`src/hdl/fir_pkg.sv`:
```
// Package for the Q15 direct-form FIR filter.
// Holds sizes, the coefficient table with its rescaling, and the sequencer states.
// No dependencies.
package fir_pkg;

  localparam int TAPS           = 13;
  localparam int SAMPLE_BITS    = 12;
  localparam int COEF_FRAC_BITS = 15;

  localparam int NCOEF  = 13;
  localparam int COEF_W = 16;
  localparam int OUT_W  = 16;
  localparam int IDX_W  = (TAPS > 1) ? $clog2(TAPS) : 1;
  localparam int PROD_W = COEF_W + SAMPLE_BITS + 1;
  localparam int ACC_W  = PROD_W + $clog2(TAPS + 1);

  localparam logic signed [COEF_W-1:0] COEF_Q15 [NCOEF] = '{
    16'sd3163, -16'sd513, -16'sd1642, -16'sd3217, -16'sd4828, -16'sd6026, 16'sd26299,
    -16'sd6026, -16'sd4828, -16'sd3217, -16'sd1642, -16'sd513, 16'sd3163
  };

  typedef enum logic [1:0] {
    ST_IDLE,
    ST_MAC,
    ST_DRAIN,
    ST_DONE
  } fir_state_t;

  // Coefficient of tap k in Q(COEF_FRAC_BITS), rounded half up; zero past the table.
  function automatic logic signed [COEF_W-1:0] coef_at(input int k);
    logic signed [COEF_W+1:0] c;
    logic signed [COEF_W+1:0] r;
    c = '0;
    r = '0;
    if (k < NCOEF) begin
      c = (COEF_W+2)'(COEF_Q15[k]);
      if (COEF_FRAC_BITS >= 15) begin
        r = c;
      end else begin
        r = (c + ((COEF_W+2)'(1) <<< (14 - COEF_FRAC_BITS))) >>> (15 - COEF_FRAC_BITS);
      end
    end
    return r[COEF_W-1:0];
  endfunction

endpackage

```
`src/hdl/fir_filter_q15.sv`:
```
// Top level of the Q15 direct-form FIR filter: delay line, one shared MAC, sequencer.
// Depends on fir_pkg for sizes, coefficients and state encoding.
//
//  channel  | handshake             | payload
//  ---------+-----------------------+----------------------------------
//  input    | in_valid / in_stall   | sample (12 bits, unsigned)
//  output   | out_valid / out_stall | filtered_value (16 bits, signed)
//
// From acceptance to its result an item passes through these steps in order: the
// accept step, one multiply per tap through the single shared multiplier, a step
// to add the last product, and a step to shift, saturate and load.
// in_stall is high from acceptance until the result is loaded into the output register.
// A result held by out_stall keeps the next item waiting in its last step.
// Synchronous reset clears the delay line, write pointer and valid flags.
module fir_filter_q15
  import fir_pkg::*;
(
  input  logic                    clk,
  input  logic                    rst,
  input  logic                    in_valid,
  output logic                    in_stall,
  input  logic [SAMPLE_BITS-1:0]  sample,
  output logic                    out_valid,
  input  logic                    out_stall,
  output logic signed [OUT_W-1:0] filtered_value
);

  localparam logic [IDX_W-1:0] LAST_IDX = IDX_W'(TAPS - 1);
  localparam logic signed [ACC_W-1:0] Q_MAX = ACC_W'(32767);
  localparam logic signed [ACC_W-1:0] Q_MIN = -ACC_W'(32768);

  fir_state_t state;
  fir_state_t state_next;

  logic [SAMPLE_BITS-1:0]   delay_line [TAPS];
  logic [IDX_W-1:0]         write_pointer;
  logic [IDX_W-1:0]         rd;
  logic [IDX_W-1:0]         k;
  logic signed [PROD_W-1:0] prod;
  logic                     prod_valid;
  logic signed [ACC_W-1:0]  acc;
  logic signed [ACC_W-1:0]  q;
  logic signed [OUT_W-1:0]  sat;
  logic                     accept;
  logic                     load_out;

  // Shift and saturate the finished sum
  always_comb begin
    q = acc >>> COEF_FRAC_BITS;
    priority if (q > Q_MAX) begin
      sat = OUT_W'(Q_MAX);
    end else if (q < Q_MIN) begin
      sat = OUT_W'(Q_MIN);
    end else begin
      sat = q[OUT_W-1:0];
    end
  end

  // Hold the state
  always_ff @(posedge clk) begin
    if (rst) begin
      state <= ST_IDLE;
    end else begin
      state <= state_next;
    end
  end

  // Sequence: take an item, run the taps, drain, deliver
  always_comb begin
    state_next = state;
    in_stall   = 1'b1;
    accept     = 1'b0;
    load_out   = 1'b0;
    unique case (state)
      ST_IDLE: begin
        in_stall = 1'b0;
        accept   = in_valid;
        if (in_valid) begin
          state_next = ST_MAC;
        end
      end
      ST_MAC: begin
        if (k == LAST_IDX) begin
          state_next = ST_DRAIN;
        end
      end
      ST_DRAIN: begin
        state_next = ST_DONE;
      end
      ST_DONE: begin
        if (!out_valid || !out_stall) begin
          load_out   = 1'b1;
          state_next = ST_IDLE;
        end
      end
      default: begin
        state_next = ST_IDLE;
      end
    endcase
  end

  // Write the new item into the delay line and advance the write pointer
  always_ff @(posedge clk) begin
    if (rst) begin
      for (int i = 0; i < TAPS; i++) begin
        delay_line[i] <= '0;
      end
      write_pointer <= '0;
    end else if (accept) begin
      delay_line[write_pointer] <= sample;
      write_pointer <= (write_pointer == LAST_IDX) ? '0 : write_pointer + 1'b1;
    end
  end

  // Run the shared multiplier and accumulator, newest sample first
  always_ff @(posedge clk) begin
    if (rst) begin
      prod_valid <= 1'b0;
    end else begin
      unique case (state)
        ST_IDLE: begin
          rd         <= write_pointer;
          k          <= '0;
          acc        <= '0;
          prod_valid <= 1'b0;
        end
        ST_MAC: begin
          prod       <= PROD_W'(coef_at(int'(k)) * $signed({1'b0, delay_line[rd]}));
          prod_valid <= 1'b1;
          if (prod_valid) begin
            acc <= acc + ACC_W'(prod);
          end
          k  <= k + 1'b1;
          rd <= (rd == '0) ? LAST_IDX : rd - 1'b1;
        end
        ST_DRAIN: begin
          acc        <= acc + ACC_W'(prod);
          prod_valid <= 1'b0;
        end
        ST_DONE: begin
          prod_valid <= 1'b0;
        end
        default: begin
          prod_valid <= 1'b0;
        end
      endcase
    end
  end

  // Hold the result until the output side takes it
  always_ff @(posedge clk) begin
    if (rst) begin
      out_valid <= 1'b0;
    end else if (load_out) begin
      out_valid <= 1'b1;
    end else if (!out_stall) begin
      out_valid <= 1'b0;
    end
  end

  always_ff @(posedge clk) begin
    if (load_out) begin
      filtered_value <= sat;
    end
  end

endmodule
```
`config.mk`:
```
export PLATFORM = sky130hd
export DESIGN_NAME = fir_filter_q15
export DESIGN_NICKNAME = d
export VERILOG_FILES = /design/src/hdl/fir_pkg.sv /design/src/hdl/fir_filter_q15.sv
export SDC_FILE = /design/constraint.sdc
export NUM_CORES = 1
export LEC_CHECK = 0
export BUFFER_PORTS_ARGS = -buffer_cell sky130_fd_sc_hd__clkbuf_2
export CORE_AREA = 2 2 270 272
export DETAILED_ROUTE_END_ITERATION = 8
export DIE_AREA = 0 0 272 274
export PLACE_DENSITY = 0.44
export RECOVER_POWER = 50
export SLEW_MARGIN = 20
export SYNTH_ARGS = -nofsm -noshare
export SYNTH_HDL_FRONTEND = slang
export SYNTH_SLANG_ARGS = --single-unit
```
`constraint.sdc`:
```
create_clock -name clk -period 7.5 [get_ports clk]
set_clock_uncertainty 0.15 [all_clocks]
set_input_delay 1.125 -clock clk [delete_from_list [all_inputs] [get_ports clk]]
set_output_delay 1.125 -clock clk [all_outputs]
set_load 0.005 [all_outputs]
```
==> impl_metrics.json <==
{
  "setup.worst_path.class": "reg -> reg",
  "synth-seq-area-share_pct": 40.21,
  "stdcell_count": 2987,
  "synth-seq-cells": 290,
  "crit_chain": "buf_12 > buf_4 > buf_4 > mux4_2 > mux4_2 > nand2_1 > nor2_1 > fa_1 > fa_1 > fa_1 > fa_1 > inv_1 > fa_1 > inv_1 > ha_1 > nand4_1 > o41a_1 > a21oi_2 > a41oi_2 > a2111oi_4 > a311oi_2",
  "fin_crit_sh_pct": 95.09,
  "rr_endpoint": "prod[28]",
  "cts-root-buf": "clkbuf_16",
  "grtUsageTotal_pct": 15.12,
  "slew_headroom_pct": -13.25,
  "synth_ff_type": "edfxtp_1",
  "critPathCapture": "prod[28]",
  "place_hpwl_um": 41490,
  "gp_congestion": 0.8580,
  "io_pins": 34,
  "ant_nets": 0,
  "reg2reg_slack_ns": 0.37,
  "synth_nets": 2214,
  "cts_tree": "yes",
  "vias": 13530,
  "required_ns": 7.63,
  "h-tree-depth": 2,
  "max_stage_delay_ns": 0.59,
  "layout_common_cells": "inv_1, edfxtp_1, nor2_1",
  "drcViolationCount": 0,
  "cts_buffers": 37,
  "final_common_cell": "inv_1",
  "drv_cap": 3,
  "min_period_ns": 7.132,
  "die_w_um": 272,
  "violations": "max-capacitance violations, max-slew violations",
  "firstDrtPassIters": 5,
  "wl_per_cell_um": 18.40,
  "drtIter0Drc": 730,
  "area_growth_pct": 14.26,
  "ys_types": 69,
  "critPathBufInv": 5,
  "start_kind": "flop",
  "path_clk_slew_ns": 0.06,
  "clkSinkCount": 290,
  "grt_pass1_vias": 14540,
  "async_flop_share_pct": 0,
  "fmax_mhz": 140.2,
  "antenna_found_initial": 1,
  "syn_area_um2": 21360,
  "dpl_cell_area_um2": 23100,
  "cp_max_fo": 9,
  "port_buffers": 33,
  "insertion_delay_ns": 0.58,
  "ys_warn_count": 0,
  "design_area_um2": 24400,
  "drv_slew": 55,
  "clk_path_buf_depth": 3,
  "synth_edf_count": 278,
  "drt-total-wl_um": 54960,
  "hold_viol": 0,
  "final_core_util_pct": 33.91,
  "hold_path_class": "reg -> reg",
  "r2r_cells": 21,
  "start_util_pct": 29.68,
  "syn_area_per_cell_um2": 11.21,
  "finalSetupViolCount": 0,
  "cp_common_cell": "fa_1",
  "cp_num_cells": 21,
  "grt_pass1_wl_um": 86310,
  "hold_buffers": 0,
  "outcome": "finished with violations",
  "place_inst": 2904,
  "worstMarginPinSlew_ns": 1.699,
  "final_nets": 2310,
  "crit_family": "adder cells",
  "cp.arrival_ns": 7.27,
  "coreArea_um2": 71970,
  "grt_max_degree": 39,
  "vias_per_cell": 4.531,
  "syn_inst": 1905,
  "die_h_um": 274,
  "dieArea_um2": 74530,
  "drive_gt1_share_pct": 12.48,
  "crit_path_end_kind": "flop",
  "grt-ovfl-total": 0,
  "fin_tns_setup_ns": 0,
  "num_rows": 99,
  "cpMaxStageDelayCell": "fa_1",
  "diodes": 0
}
-- per-stage QoR --
stage                     worst slack, ns  hold WS, ns
after floorplan                    0.6802       0.3440
after global placement             0.1986       0.3766
after detailed placement           0.1429       0.3852
after CTS                         0.09143       0.3945
after global routing            -0.001400       0.4362
final                              0.3684       0.3908
-- worst reg2reg max path, delay by kind of cell (launching register included) --
| family | cells | cell delay [ns] |
|---|---|---|
| AO/OA/AOI/OAI | 5 | 1.34 |
| flip-flops | 1 | 0.40 |
| buffers and inverters | 5 | 0.52 |
| AND/OR/NAND/NOR | 3 | 0.46 |
| adder cells (fa/ha/maj) | 6 | 2.89 |
| multiplexers | 2 | 1.10 |
-- state kept, by name, summed over array words and instances, names as in the netlist, named ones only --
| signal | flops |
|---|---|
| out_valid | 1 |
| k | 4 |
| write_pointer | 4 |
| prod_valid | 1 |
| rd | 4 |
| state | 2 |
| filtered_value | 16 |
| acc | 33 |
| prod | 29 |
| delay_line | 192 |
-- per-layer routing --
| metal | vias to the layer above | GRT usage, % | wire length, um | share of wire [%] |
|---|---|---|---|---|
| met1 | 6786 | 19.60 | 24670 | 45 |
| met4 | 0 | 3.340 | 986 | 1.8 |
| met3 | 51 | 1.813 | 1467 | 2.7 |
| met2 | 177 | 26.98 | 27840 | 51 |
| met5 | - | 0 | 0 | 0 |
| li1 | 6520 | - | - | - |
-- Yosys cell counts (all sizes together) (5+ instances only) --
library cell	instances	area share, %
a211oi	11	0.39
a21o	22	0.77
a21oi	77	1.8
a31oi	6	0.18
and2	189	5.5
buf	17	0.47
clkbuf	60	1.1
dfxtp	12	1.1
edfxtp	278	39
fa	179	17
ha	114	6.7
inv	289	5.1
mux2	8	0.42
mux2i	10	0.47
mux4	55	5.8
nand2	137	2.4
nand2b	14	0.41
nand3	16	0.37
nand4	5	0.15
nor2	186	3.3
nor2b	11	0.32
nor3	17	0.42
o21a	20	0.71
o21ai	41	1.0
o21bai	11	0.40
o31ai	5	0.18
or2	18	0.53
xnor2	33	1.4
xor2	20	0.82
-- kinds of logic after synthesis --
kind of cell / count (synthesis) / share of synthesized area [%]
adders and majority gates: 293 / 23.46
buffers and inverters: 367 / 6.626
muxes: 73 / 6.691
AOI/OAI and AO/OA: 218 / 6.773
xor gates and xnor gates: 53 / 2.174
DFF: 290 / 40.21
and+or+nand+nor: 611 / 14.07
-- repair_timing --
action / 4_1_cts / 5_1_grt
setup buffers: 0 / 15
gates resized for setup: 0 / 10
setup endpoints to repair: 0 / 8
-- worst min path at each step --
| stage | to | depth (start not counted) | from | slack, ns |
|---|---|---|---|---|
| 6_report | out_valid | 2 | out_valid | 0.39 |
| 5_1_grt | out_valid | 2 | out_valid | 0.44 |
| 4_1_cts | write_pointer[1] | 2 | write_pointer[1] | 0.39 |
| 3_5_place_dp | write_pointer[1] | 2 | write_pointer[1] | 0.39 |
| 3_3_place_gp | state[0] | 2 | state[0] | 0.38 |
| 2_1_floorplan | write_pointer[1] | 2 | write_pointer[1] | 0.34 |
-- area by class of cell --
| cell class | count | area, um^2 |
|---|---|---|
| clock buffers | 45 | 955.9 |
| clock inverters | 21 | 274.0 |
| fillers | 7198 | 47570 |
| inverters | 290 | 1089 |
| multi-input cells | 1248 | 11390 |
| flip-flops and latches | 290 | 8593 |
| well taps | 959 | 1200 |
| repair buffers | 134 | 902.1 |
Power is not shown: default switching activity piles up to over one toggle a cycle in this logic, so the estimate is an artifact.
